$ cat config.mk
export PLATFORM = sky130hd
export DESIGN_NAME = cubic_bezier_point_evaluator_top
export DESIGN_NICKNAME = d
export VERILOG_FILES = /design/src/rtl/bcpe_pkg.sv /design/src/rtl/bcpe_axis.sv /design/src/rtl/cubic_bezier_point_evaluator_top.sv
export SDC_FILE = /design/constraint.sdc
export NUM_CORES = 2
export LEC_CHECK = 0
export BUFFER_PORTS_ARGS = -buffer_cell sky130_fd_sc_hd__buf_2
export CAP_MARGIN = 20
export CORE_UTILIZATION = 45
export CTS_CLUSTER_SIZE = 24
export DETAILED_ROUTE_END_ITERATION = 7
export GPL_ROUTABILITY_DRIVEN = 0
export PLACE_DENSITY = 0.6
export SYNTH_ARGS = -nofsm -noshare
export SYNTH_HDL_FRONTEND = slang
export SYNTH_HIERARCHICAL = 1
export SYNTH_SLANG_ARGS = --single-unit
export TNS_END_PERCENT = 50
$ cat constraint.sdc
create_clock -name clk -period 6 [get_ports clk]
set_input_delay 1.8 -clock clk [delete_from_list [all_inputs] [get_ports clk]]
set_output_delay 1.8 -clock clk [all_outputs]
set_load 0.01 [all_outputs]
$ cat src/rtl/bcpe_pkg.sv
// shared types and constants of the cubic bezier point evaluator
`default_nettype none
package bcpe_pkg;
	localparam int CTRL_W = 10;
	localparam int STEP_W = 9;
	localparam int PY_W = 11;
	localparam int STEPS_LOG2 = 8;
	localparam int SCREEN_HEIGHT = 800;

	localparam int NUM_REGS = 8;
	localparam int IDX_W = 3;

	localparam logic [IDX_W-1:0] REG_START_X = 3'd0;
	localparam logic [IDX_W-1:0] REG_START_Y = 3'd1;
	localparam logic [IDX_W-1:0] REG_FIRST_CTRL_X = 3'd2;
	localparam logic [IDX_W-1:0] REG_FIRST_CTRL_Y = 3'd3;
	localparam logic [IDX_W-1:0] REG_SECOND_CTRL_X = 3'd4;
	localparam logic [IDX_W-1:0] REG_SECOND_CTRL_Y = 3'd5;
	localparam logic [IDX_W-1:0] REG_END_X = 3'd6;
	localparam logic [IDX_W-1:0] REG_END_Y = 3'd7;

	localparam logic [CTRL_W-1:0] RST_START_X = 10'd200;
	localparam logic [CTRL_W-1:0] RST_START_Y = 10'd400;
	localparam logic [CTRL_W-1:0] RST_FIRST_CTRL_X = 10'd400;
	localparam logic [CTRL_W-1:0] RST_FIRST_CTRL_Y = 10'd200;
	localparam logic [CTRL_W-1:0] RST_SECOND_CTRL_X = 10'd200;
	localparam logic [CTRL_W-1:0] RST_SECOND_CTRL_Y = 10'd200;
	localparam logic [CTRL_W-1:0] RST_END_X = 10'd400;
	localparam logic [CTRL_W-1:0] RST_END_Y = 10'd400;

	// power-basis coefficient and horner partial widths
	localparam int COEF_W = 14;
	localparam int NS_W = STEP_W + 1;
	localparam int H1_W = 24;
	localparam int H2_W = 33;
	localparam int H3_W = 43;
	localparam int RND_W = H3_W - 3 * STEPS_LOG2;
	localparam int SY_W = RND_W + 1;

	localparam int PIPE_DEPTH = 6;

	typedef struct packed {
		logic [CTRL_W-1:0] p0;
		logic [CTRL_W-1:0] p1;
		logic [CTRL_W-1:0] p2;
		logic [CTRL_W-1:0] p3;
	} ctrl_pts_t;
endpackage
`default_nettype wire

$ cat src/rtl/bcpe_axis.sv
// five-stage horner evaluation and rounding of one curve axis
`default_nettype none
module bcpe_axis (
	input  wire logic                                clk,
	input  wire bcpe_pkg::ctrl_pts_t                 pts,
	input  wire logic [bcpe_pkg::STEP_W-1:0]         n,
	output logic signed [bcpe_pkg::RND_W-1:0]        rnd
);
	localparam int CW = bcpe_pkg::COEF_W;
	localparam int L2 = bcpe_pkg::STEPS_LOG2;

	logic signed [CW-1:0] e0, e1, e2, e3;
	logic signed [CW-1:0] ca, cb, cc;

	logic signed [CW-1:0] a_s1, b_s1, c_s1, c_s2;
	logic signed [CW-1:0] d_s1, d_s2, d_s3;
	logic signed [bcpe_pkg::NS_W-1:0] n_s1, n_s2, n_s3;
	logic signed [bcpe_pkg::H1_W-1:0] h1_s2;
	logic signed [bcpe_pkg::H2_W-1:0] h2_s3;
	logic signed [bcpe_pkg::H3_W-1:0] h3_s4;
	logic signed [bcpe_pkg::H3_W-1:0] rsum;

	always_comb begin
		e0 = $signed({{(CW-bcpe_pkg::CTRL_W){1'b0}}, pts.p0});
		e1 = $signed({{(CW-bcpe_pkg::CTRL_W){1'b0}}, pts.p1});
		e2 = $signed({{(CW-bcpe_pkg::CTRL_W){1'b0}}, pts.p2});
		e3 = $signed({{(CW-bcpe_pkg::CTRL_W){1'b0}}, pts.p3});
		ca = e3 - ((e2 <<< 1) + e2) + ((e1 <<< 1) + e1) - e0;
		cb = ((e2 <<< 1) + e2) - ((e1 <<< 2) + (e1 <<< 1)) + ((e0 <<< 1) + e0);
		cc = ((e1 <<< 1) + e1) - ((e0 <<< 1) + e0);
	end

	always_ff @(posedge clk) begin
		a_s1 <= ca;
		b_s1 <= cb;
		c_s1 <= cc;
		d_s1 <= e0;
		n_s1 <= $signed({1'b0, n});

		h1_s2 <= bcpe_pkg::H1_W'(a_s1) * bcpe_pkg::H1_W'(n_s1)
			+ (bcpe_pkg::H1_W'(b_s1) <<< L2);
		c_s2 <= c_s1;
		d_s2 <= d_s1;
		n_s2 <= n_s1;

		h2_s3 <= bcpe_pkg::H2_W'(h1_s2) * bcpe_pkg::H2_W'(n_s2)
			+ (bcpe_pkg::H2_W'(c_s2) <<< (2 * L2));
		d_s3 <= d_s2;
		n_s3 <= n_s2;

		h3_s4 <= bcpe_pkg::H3_W'(h2_s3) * bcpe_pkg::H3_W'(n_s3)
			+ (bcpe_pkg::H3_W'(d_s3) <<< (3 * L2));

		rnd <= rsum[bcpe_pkg::H3_W-1:3*L2];
	end

	// half up: add one half, then floor by arithmetic shift
	assign rsum = h3_s4 + (bcpe_pkg::H3_W'(1) <<< (3 * L2 - 1));
endmodule
`default_nettype wire

$ cat src/rtl/cubic_bezier_point_evaluator_top.sv
// top level of the cubic bezier point evaluator
//
// usage: write the four control points (start, first control, second control,
// end; x and y each) through cfg_we / cfg_index / cfg_data, one 10-bit
// register per write, index 0..7 in that order. write only while no
// transaction is in flight.
// a transaction starts at a clock edge with start high and busy low;
// step_index gives t = step_index / 256. busy is high only in the first
// cycle after reset and low afterwards, so one point enters per cycle.
// done rises together with point_x, point_y and step_echo and stays high for
// one cycle; one result per cycle sustained. the depth is set by the three
// horner multiply stages plus the coefficient, rounding and clamp registers.
// the receiver cannot stall: each result is shown for exactly one cycle.
// reset loads the default curve and empties the pipeline.
`default_nettype none
module cubic_bezier_point_evaluator_top (
	input  wire logic                                  clk,
	input  wire logic                                  arst_n,
	input  wire logic                                  start,
	output logic                                       busy,
	input  wire logic [bcpe_pkg::STEP_W-1:0]           step_index,
	output logic                                       done,
	output logic [bcpe_pkg::CTRL_W-1:0]                point_x,
	output logic signed [bcpe_pkg::PY_W-1:0]           point_y,
	output logic [bcpe_pkg::STEP_W-1:0]                step_echo,
	input  wire logic                                  cfg_we,
	input  wire logic [bcpe_pkg::IDX_W-1:0]            cfg_index,
	input  wire logic [bcpe_pkg::CTRL_W-1:0]           cfg_data
);
	localparam int D = bcpe_pkg::PIPE_DEPTH;
	localparam int RW = bcpe_pkg::RND_W;
	localparam int SW = bcpe_pkg::SY_W;

	logic [bcpe_pkg::CTRL_W-1:0] sx_q, sy_q, f1x_q, f1y_q, f2x_q, f2y_q, ex_q, ey_q;
	logic busy_q;
	logic [D-1:0] vld_q;
	logic [bcpe_pkg::STEP_W-1:0] step_q [D-1];
	bcpe_pkg::ctrl_pts_t pts_x, pts_y;
	logic signed [RW-1:0] rx_s5, ry_s5;
	logic signed [SW-1:0] scr_y;
	logic accept;

	assign accept = start && !busy_q;
	assign busy = busy_q;
	assign done = vld_q[D-1];

	always_ff @(posedge clk or negedge arst_n) begin
		if (!arst_n) begin
			sx_q <= bcpe_pkg::RST_START_X;
			sy_q <= bcpe_pkg::RST_START_Y;
			f1x_q <= bcpe_pkg::RST_FIRST_CTRL_X;
			f1y_q <= bcpe_pkg::RST_FIRST_CTRL_Y;
			f2x_q <= bcpe_pkg::RST_SECOND_CTRL_X;
			f2y_q <= bcpe_pkg::RST_SECOND_CTRL_Y;
			ex_q <= bcpe_pkg::RST_END_X;
			ey_q <= bcpe_pkg::RST_END_Y;
		end else if (cfg_we) begin
			unique case (cfg_index)
				bcpe_pkg::REG_START_X: sx_q <= cfg_data;
				bcpe_pkg::REG_START_Y: sy_q <= cfg_data;
				bcpe_pkg::REG_FIRST_CTRL_X: f1x_q <= cfg_data;
				bcpe_pkg::REG_FIRST_CTRL_Y: f1y_q <= cfg_data;
				bcpe_pkg::REG_SECOND_CTRL_X: f2x_q <= cfg_data;
				bcpe_pkg::REG_SECOND_CTRL_Y: f2y_q <= cfg_data;
				bcpe_pkg::REG_END_X: ex_q <= cfg_data;
				bcpe_pkg::REG_END_Y: ey_q <= cfg_data;
				default: ;
			endcase
		end
	end

	always_ff @(posedge clk or negedge arst_n) begin
		if (!arst_n) begin
			busy_q <= 1'b1;
			vld_q <= '0;
		end else begin
			busy_q <= 1'b0;
			vld_q <= {vld_q[D-2:0], accept};
		end
	end

	// step index travels alongside the data
	always_ff @(posedge clk) begin
		step_q[0] <= step_index;
		for (int i = 1; i < D - 1; i++) begin
			step_q[i] <= step_q[i-1];
		end
		step_echo <= step_q[D-2];
	end

	always_comb begin
		pts_x.p0 = sx_q;
		pts_x.p1 = f1x_q;
		pts_x.p2 = f2x_q;
		pts_x.p3 = ex_q;
		pts_y.p0 = sy_q;
		pts_y.p1 = f1y_q;
		pts_y.p2 = f2y_q;
		pts_y.p3 = ey_q;
	end

	bcpe_axis u_axis_x (
		.clk (clk),
		.pts (pts_x),
		.n   (step_index),
		.rnd (rx_s5)
	);

	bcpe_axis u_axis_y (
		.clk (clk),
		.pts (pts_y),
		.n   (step_index),
		.rnd (ry_s5)
	);

	assign scr_y = SW'(bcpe_pkg::SCREEN_HEIGHT) - SW'(ry_s5);

	// saturate to the screen fields
	always_ff @(posedge clk) begin
		if (rx_s5 < 0) begin
			point_x <= '0;
		end else if (rx_s5 > RW'((1 << bcpe_pkg::CTRL_W) - 1)) begin
			point_x <= '1;
		end else begin
			point_x <= rx_s5[bcpe_pkg::CTRL_W-1:0];
		end
		if (scr_y < -SW'(1 << (bcpe_pkg::PY_W - 1))) begin
			point_y <= {1'b1, {(bcpe_pkg::PY_W-1){1'b0}}};
		end else if (scr_y > SW'((1 << (bcpe_pkg::PY_W - 1)) - 1)) begin
			point_y <= {1'b0, {(bcpe_pkg::PY_W-1){1'b1}}};
		end else begin
			point_y <= scr_y[bcpe_pkg::PY_W-1:0];
		end
	end

	a_busy_once: assert property (@(posedge clk) disable iff (!arst_n)
		!busy |=> !busy)
		else $error("busy rose after leaving reset");

	a_first_empty: assert property (@(posedge clk) disable iff (!arst_n)
		busy |=> !vld_q[0])
		else $error("transaction entered while busy");

	a_done_origin: assert property (@(posedge clk) disable iff (!arst_n)
		done |-> $past(accept, D))
		else $error("result without a matching transaction");

	a_echo_align: assert property (@(posedge clk) disable iff (!arst_n)
		done |-> step_echo == $past(step_index, D))
		else $error("step echo out of line with its transaction");
endmodule
`default_nettype wire

# After elaboration in Yosys (flattened, before gate mapping)
# Memories as Yosys holds them, arrays and structs flattened. A register that Yosys moved wholly into a read port is not among the register bits.
# Cells that the tools add are included.
# op_classes
add_sub_neg	29
n_mul	6
n_lt_le_gt_ge	4
n_eq_ne	7
muxes	2
n_reduce_logical	11
# ops
op	n
adder 43 x 25 -> 43 bit (second input constant)	2
adder 43 x 35 -> 43 bit	2
multiplier 33 x 10 -> 43 bit	2
adder 11 x 10 -> 12 bit	6
adder 33 x 30 -> 33 bit	2
multiplier 24 x 10 -> 33 bit	2
adder 14 bit	4
subtractor 14 bit	4
adder 24 x 22 -> 24 bit	2
multiplier 14 x 10 -> 24 bit	2
subtractor 11 x 14 -> 14 bit	2
subtractor 14 x 11 -> 14 bit	2
adder 12 x 11 -> 13 bit	2
greater-than comparator 20 x 11 -> 1 bit (second input constant)	1
< comparator 20 x 11 -> 1 bit (second input constant)	1
subtractor 11 x 19 -> 20 bit (first input constant)	1
greater-than comparator 19 x 11 -> 1 bit (second input constant)	1
< comparator 19 x 1 -> 1 bit (second input constant)	1
AND reduction 2 bit	8
== test 3 bit (second input constant)	4
two-way mux 11 bit	1
two-way mux 10 bit	1
== test 3 x 2 -> 1 bit (second input constant)	2
== test 3 x 1 -> 1 bit (second input constant)	1
other kinds (3)	3
# word_totals
reg_bits	545
mem_bits_rw	45
input_bits	26
out_inout_bits	32
mem_count	1
# mem_list
name	words	word_bits	read_ports	rd_ports_with_merged_regs	write_ports	line	rtl
step_q	5	9	5	1	5	cubic_bezier_point_evaluator_top.sv:37	logic [bcpe_pkg::STEP_W-1:0] step_q [D-1];

# Longest topological paths before layout
# depth
word_depth	4
ltp_mapped	24
ltp_nobuf	22

# Hierarchy
# Netlist, hierarchy kept.
# by_module_without_submodules
module	n_inst	cells_each	area_per_inst_um2	seq_area_each_um2
bcpe_axis (u_axis_x)	1	3431	31541.5	4144.0
bcpe_axis (u_axis_y)	1	3370	31258.7	4144.0
cubic_bezier_point_evaluator_top	1	367	5371.4	3709.8

# Worst setup path after synthesis
# No wires, ideal clock.
# synth_timing
path_kind	flip-flop to flip-flop
from	reg u_axis_x/n_s1[3] (netlist bit)
to	reg u_axis_x/h1_s2[23] (netlist bit)
setup_ns	0.072
arrival_time_ns	5.597
setup_slack_ns	0.331
stages_incl_launch_ff	23
n_path_buf	1
synth_period_minus_slack_ns	5.669
path_cell_list	dfxtp_1 clkbuf_1 nand2_1 fa_1 inv_1 fa_1 inv_1 fa_1 inv_1 fa_1 inv_1 fa_1 inv_1 ha_1 o21a_1 o21ai_0 a22oi_2 a41oi_2 a2111oi_1 or4_1 a31o_1 a21oi_2 xnor2_1
# synth_between
elab_chain_cells	2
# synth_lines
element	line	rtl
start: declaration	bcpe_axis.sv:17	logic signed [bcpe_pkg::NS_W-1:0] n_s1, n_s2, n_s3;
start signal: assignment	bcpe_axis.sv:38	n_s1 <= $signed({1'b0, n});
multiplier 14 x 10 -> 24 bit	bcpe_axis.sv:40	h1_s2 <= bcpe_pkg::H1_W'(a_s1) * bcpe_pkg::H1_W'(n_s1)
adder 24 x 22 -> 24 bit	bcpe_axis.sv:41	+ (bcpe_pkg::H1_W'(b_s1) <<< L2);
end signal: assignment	bcpe_axis.sv:40	
end: declaration	bcpe_axis.sv:18	logic signed [bcpe_pkg::H1_W-1:0] h1_s2;
# Every way passes these cells.
# A chain may end at the register's enable or synchronous reset.

# Final worst setup path
# layout_timing
from	reg u_axis_y/h2_s3[17] (netlist bit)
to	reg u_axis_y/h3_s4[42] (netlist bit)
# layout_between
elab_chain_cells	2
# layout_lines
element	line	rtl
start: declaration	bcpe_axis.sv:19	logic signed [bcpe_pkg::H2_W-1:0] h2_s3;
start signal: assignment	bcpe_axis.sv:46	h2_s3 <= bcpe_pkg::H2_W'(h1_s2) * bcpe_pkg::H2_W'(n_s2)
multiplier 33 x 10 -> 43 bit	bcpe_axis.sv:51	h3_s4 <= bcpe_pkg::H3_W'(h2_s3) * bcpe_pkg::H3_W'(n_s3)
adder 43 x 35 -> 43 bit	bcpe_axis.sv:52	+ (bcpe_pkg::H3_W'(d_s3) <<< (3 * L2));
end signal: assignment	bcpe_axis.sv:51	
end: declaration	bcpe_axis.sv:20	logic signed [bcpe_pkg::H3_W-1:0] h3_s4;
# Every way passes these cells.

==> impl_metrics.json <==
{
  "ys_top_cells_by_area": "fa_1 (36%), dfxtp_1 (14%), ha_1 (13%), inv_1 (9.2%), nand2_1 (4.8%)",
  "drv_cap": 0,
  "antenna_found_initial": 9,
  "die_y_um": 391,
  "fp.dieW_um": 391,
  "required_ps": 6510,
  "syn-cell-area_um2": 68200,
  "yosys.area.top_type_share": 0.356,
  "grt_max_degree": 88,
  "avgRoutedWirePerCell_um": 16.1,
  "synth-compound-area-share": 0.0573,
  "vias_per_cell": 4.88,
  "clkLatencyLatePin_ps": 700,
  "routed_wl_um": 150000,
  "slowest_stage": "dfxtp_1",
  "hold_ws_ps": 317,
  "core_area_um2": 150000,
  "relSlewSlack": 0.301,
  "critPathKind": "flop to flop",
  "dr.first_iter.drc_count": 2254,
  "async_reset_ff_frac": 0.151,
  "drc": 0,
  "hp-class": "flop to flop",
  "crit_buf_inv": 4,
  "drive_above_1_share": 0.0701,
  "min_period_ps": 5770,
  "synth_top_area_cell": "fa_1",
  "setup.worst_path.start_class": "flop",
  "synth_ff_type": "dfxtp_1",
  "synth_xor_area_frac": 0.0384,
  "num_vias": 45400,
  "synthAdderAreaFrac": 0.483,
  "fill_cells": 14000,
  "r2r_end": "u_axis_y/h3_s4[42]",
  "path_cells": "nand2_1, fa_1, fa_1, inv_1, fa_1, fa_1, inv_1, fa_1, inv_1, ha_1, and4_1, nor3b_1, a211oi_2, buf_4, nand2_1, o21ai_2, o21ai_2, a211o_1, a31oi_4, o21bai_2, xor2_1",
  "dp.final_hpwl_um": 125000,
  "cts_buffer_depth": 3,
  "synthCells": 7168,
  "start_util": 0.454,
  "grt_overflow": 0,
  "synth_top_family_by_area": "adder cells",
  "crit_fanout": 9,
  "crit_arrival_ps": 6280,
  "crit_top_cell": "fa_1",
  "critPathMaxStageDelay_ps": 540,
  "cts_hold_buf": 0,
  "startpoint": "u_axis_y/h2_s3[17]",
  "status": "completed",
  "rsz0062_at_grt": "yes",
  "first_global_vias": 48500,
  "htreeDepth": 3,
  "post_synth.cell_area_avg_um2": 9.51,
  "cts-root-buf": "clkbuf_16",
  "hold_viol": 0,
  "clock-sinks": 576,
  "portBuffers": 57,
  "timing.rr.start": "u_axis_y/h2_s3[17]",
  "synth_warnings": 6,
  "cp_top_family": "adder cells",
  "regArea_um2": 12000,
  "crit_cells": 21,
  "fin_ws_ps": 232,
  "setup_viol": 0,
  "nets": 9152,
  "rows": 142,
  "fin_crit_sh": 0.961,
  "grt_util_all_layers": 0.204,
  "rrSetupSlack_ps": 230,
  "cts_tree": "built",
  "first_pass_iters": 5,
  "crit_path_end_kind": "flop",
  "synth_nets": 9097,
  "crit_end": "u_axis_y/h3_s4[42]",
  "yosysSeqAreaShare": 0.176,
  "r2r_cells": 21,
  "place_ws_ps": 82.9,
  "skew_ps": 58.2,
  "ant_nets": 0,
  "synthMuxAreaShare": 0.0135,
  "synth_simple_gate_area_frac": 0.127,
  "max_freq_ghz": 0.173,
  "clk_pin_slew_ps": 60,
  "maxSlewViolCount": 0,
  "grt_pass1_wl_um": 251000,
  "ios": 58,
  "area_growth_syn_to_layout_pct": 8.66,
  "ys_seq_elements": 576,
  "cts_buffers": 70,
  "dieArea_um2": 153000,
  "worst_pin_slew_ps": 1040,
  "multi_input_area_um2": 49100,
  "synth-edff-count": 0,
  "synth.distinct_cells": 91
}
-- cells by family (layout without fill, tap and decap cells) --
group	count (synthesis)	count (layout)
and+or+nand+nor	1820	1820
muxes	82	82
AOI/OAI and AO/OA	587	587
DFF	576	576
adders and majority gates	1903	1903
buffers and inverters	1900	2011
other	1	2
xor gates and xnor gates	299	299
-- how the worst min path moves through the flow --
stage,startpoint,endpoint,slack (ps),cells past startpoint
2_1_floorplan,step_q[4][0],step_echo[0],310,0
3_3_place_gp,step_q[2][5],step_q[3][5],310,0
3_5_place_dp,step_q[4][0],step_echo[0],310,0
4_1_cts,u_axis_y/c_s1[3],u_axis_y/c_s2[3],320,0
5_1_grt,u_axis_y/c_s1[3],u_axis_y/c_s2[3],320,0
6_report,u_axis_y/c_s1[3],u_axis_y/c_s2[3],320,0
-- state kept, by name, indices dropped and copies added (netlist names), 14 cells and up --
name	flops
step_q	45
u_axis_x/a_s1	14
u_axis_x/b_s1	14
u_axis_x/h1_s2	24
u_axis_x/h2_s3	33
u_axis_x/h3_s4	20
u_axis_x/rnd	19
u_axis_y/a_s1	14
u_axis_y/b_s1	14
u_axis_y/h1_s2	24
u_axis_y/h2_s3	33
u_axis_y/h3_s4	20
u_axis_y/rnd	19
-- cells in the final DEF, fill, tap and decap left out, types with 29 or more instances in the layout --
cell type,instances
inv_1,1678
nor2b_1,33
and2_1,519
nor2_1,180
xor2_1,76
dfrtp_1,62
xnor2_1,223
o21a_1,29
nor3_1,54
buf_4,129
o21bai_1,46
a21o_1,71
clkbuf_16,72
dfxtp_1,466
nand3_1,48
fa_1,1211
mux2_2,80
ha_1,688
o21ai_0,99
nand2_1,879
a21oi_1,180
buf_2,56
-- area by class of cell --
type	instances	area share
tap	2016	0.0341
clock buffer	95	0.0268
inverter	1678	0.0850
timing repair buffer	205	0.0215
multi-input combinational	4692	0.663
antenna	1	0.0000338
sequential	576	0.162
clock inverter	33	0.00665
-- synthesized netlist by cell type (76+ instances only) --
cell	instances
a21oi_1	180
and2_1	519
clkbuf_1	203
dfxtp_1	489
fa_1	1212
ha_1	691
inv_1	1678
mux2_2	80
nand2_1	879
nor2_1	180
o21ai_0	99
xnor2_1	223
xor2_1	76
-- metrics by stage --
step | instance area [um^2] | setup TNS (ps) | instances | utilization
finish | 74100 | 0 | 9296 | 0.493
global route | 74100 | -29.6 | 9295 | 0.493
CTS | 73800 | 0 | 9291 | 0.492
detailed placement | 71300 | 0 | 9163 | 0.475
global placement | 71300 | 0 | 9163 | 0.475
floorplan | 68200 | 0 | 7168 | -
-- routing by layer --
layer	track usage	wire (um)	vias up
met2	0.326	67700	982
met3	0.0309	7870	186
met5	0	56	-
met1	0.290	70800	22600
met4	0.0485	3100	10
li1	-	-	21600
-- what timing repair did --
action | CTS | global route
setup buffers | 0 | 1
endpoints found under the hold margin | 0 | 0
resized for setup | 0 | 56
endpoints found under the setup margin | 0 | 30
Power is not shown: default switching activity piles up to over one toggle a cycle in this logic, so the estimate is an artifact.
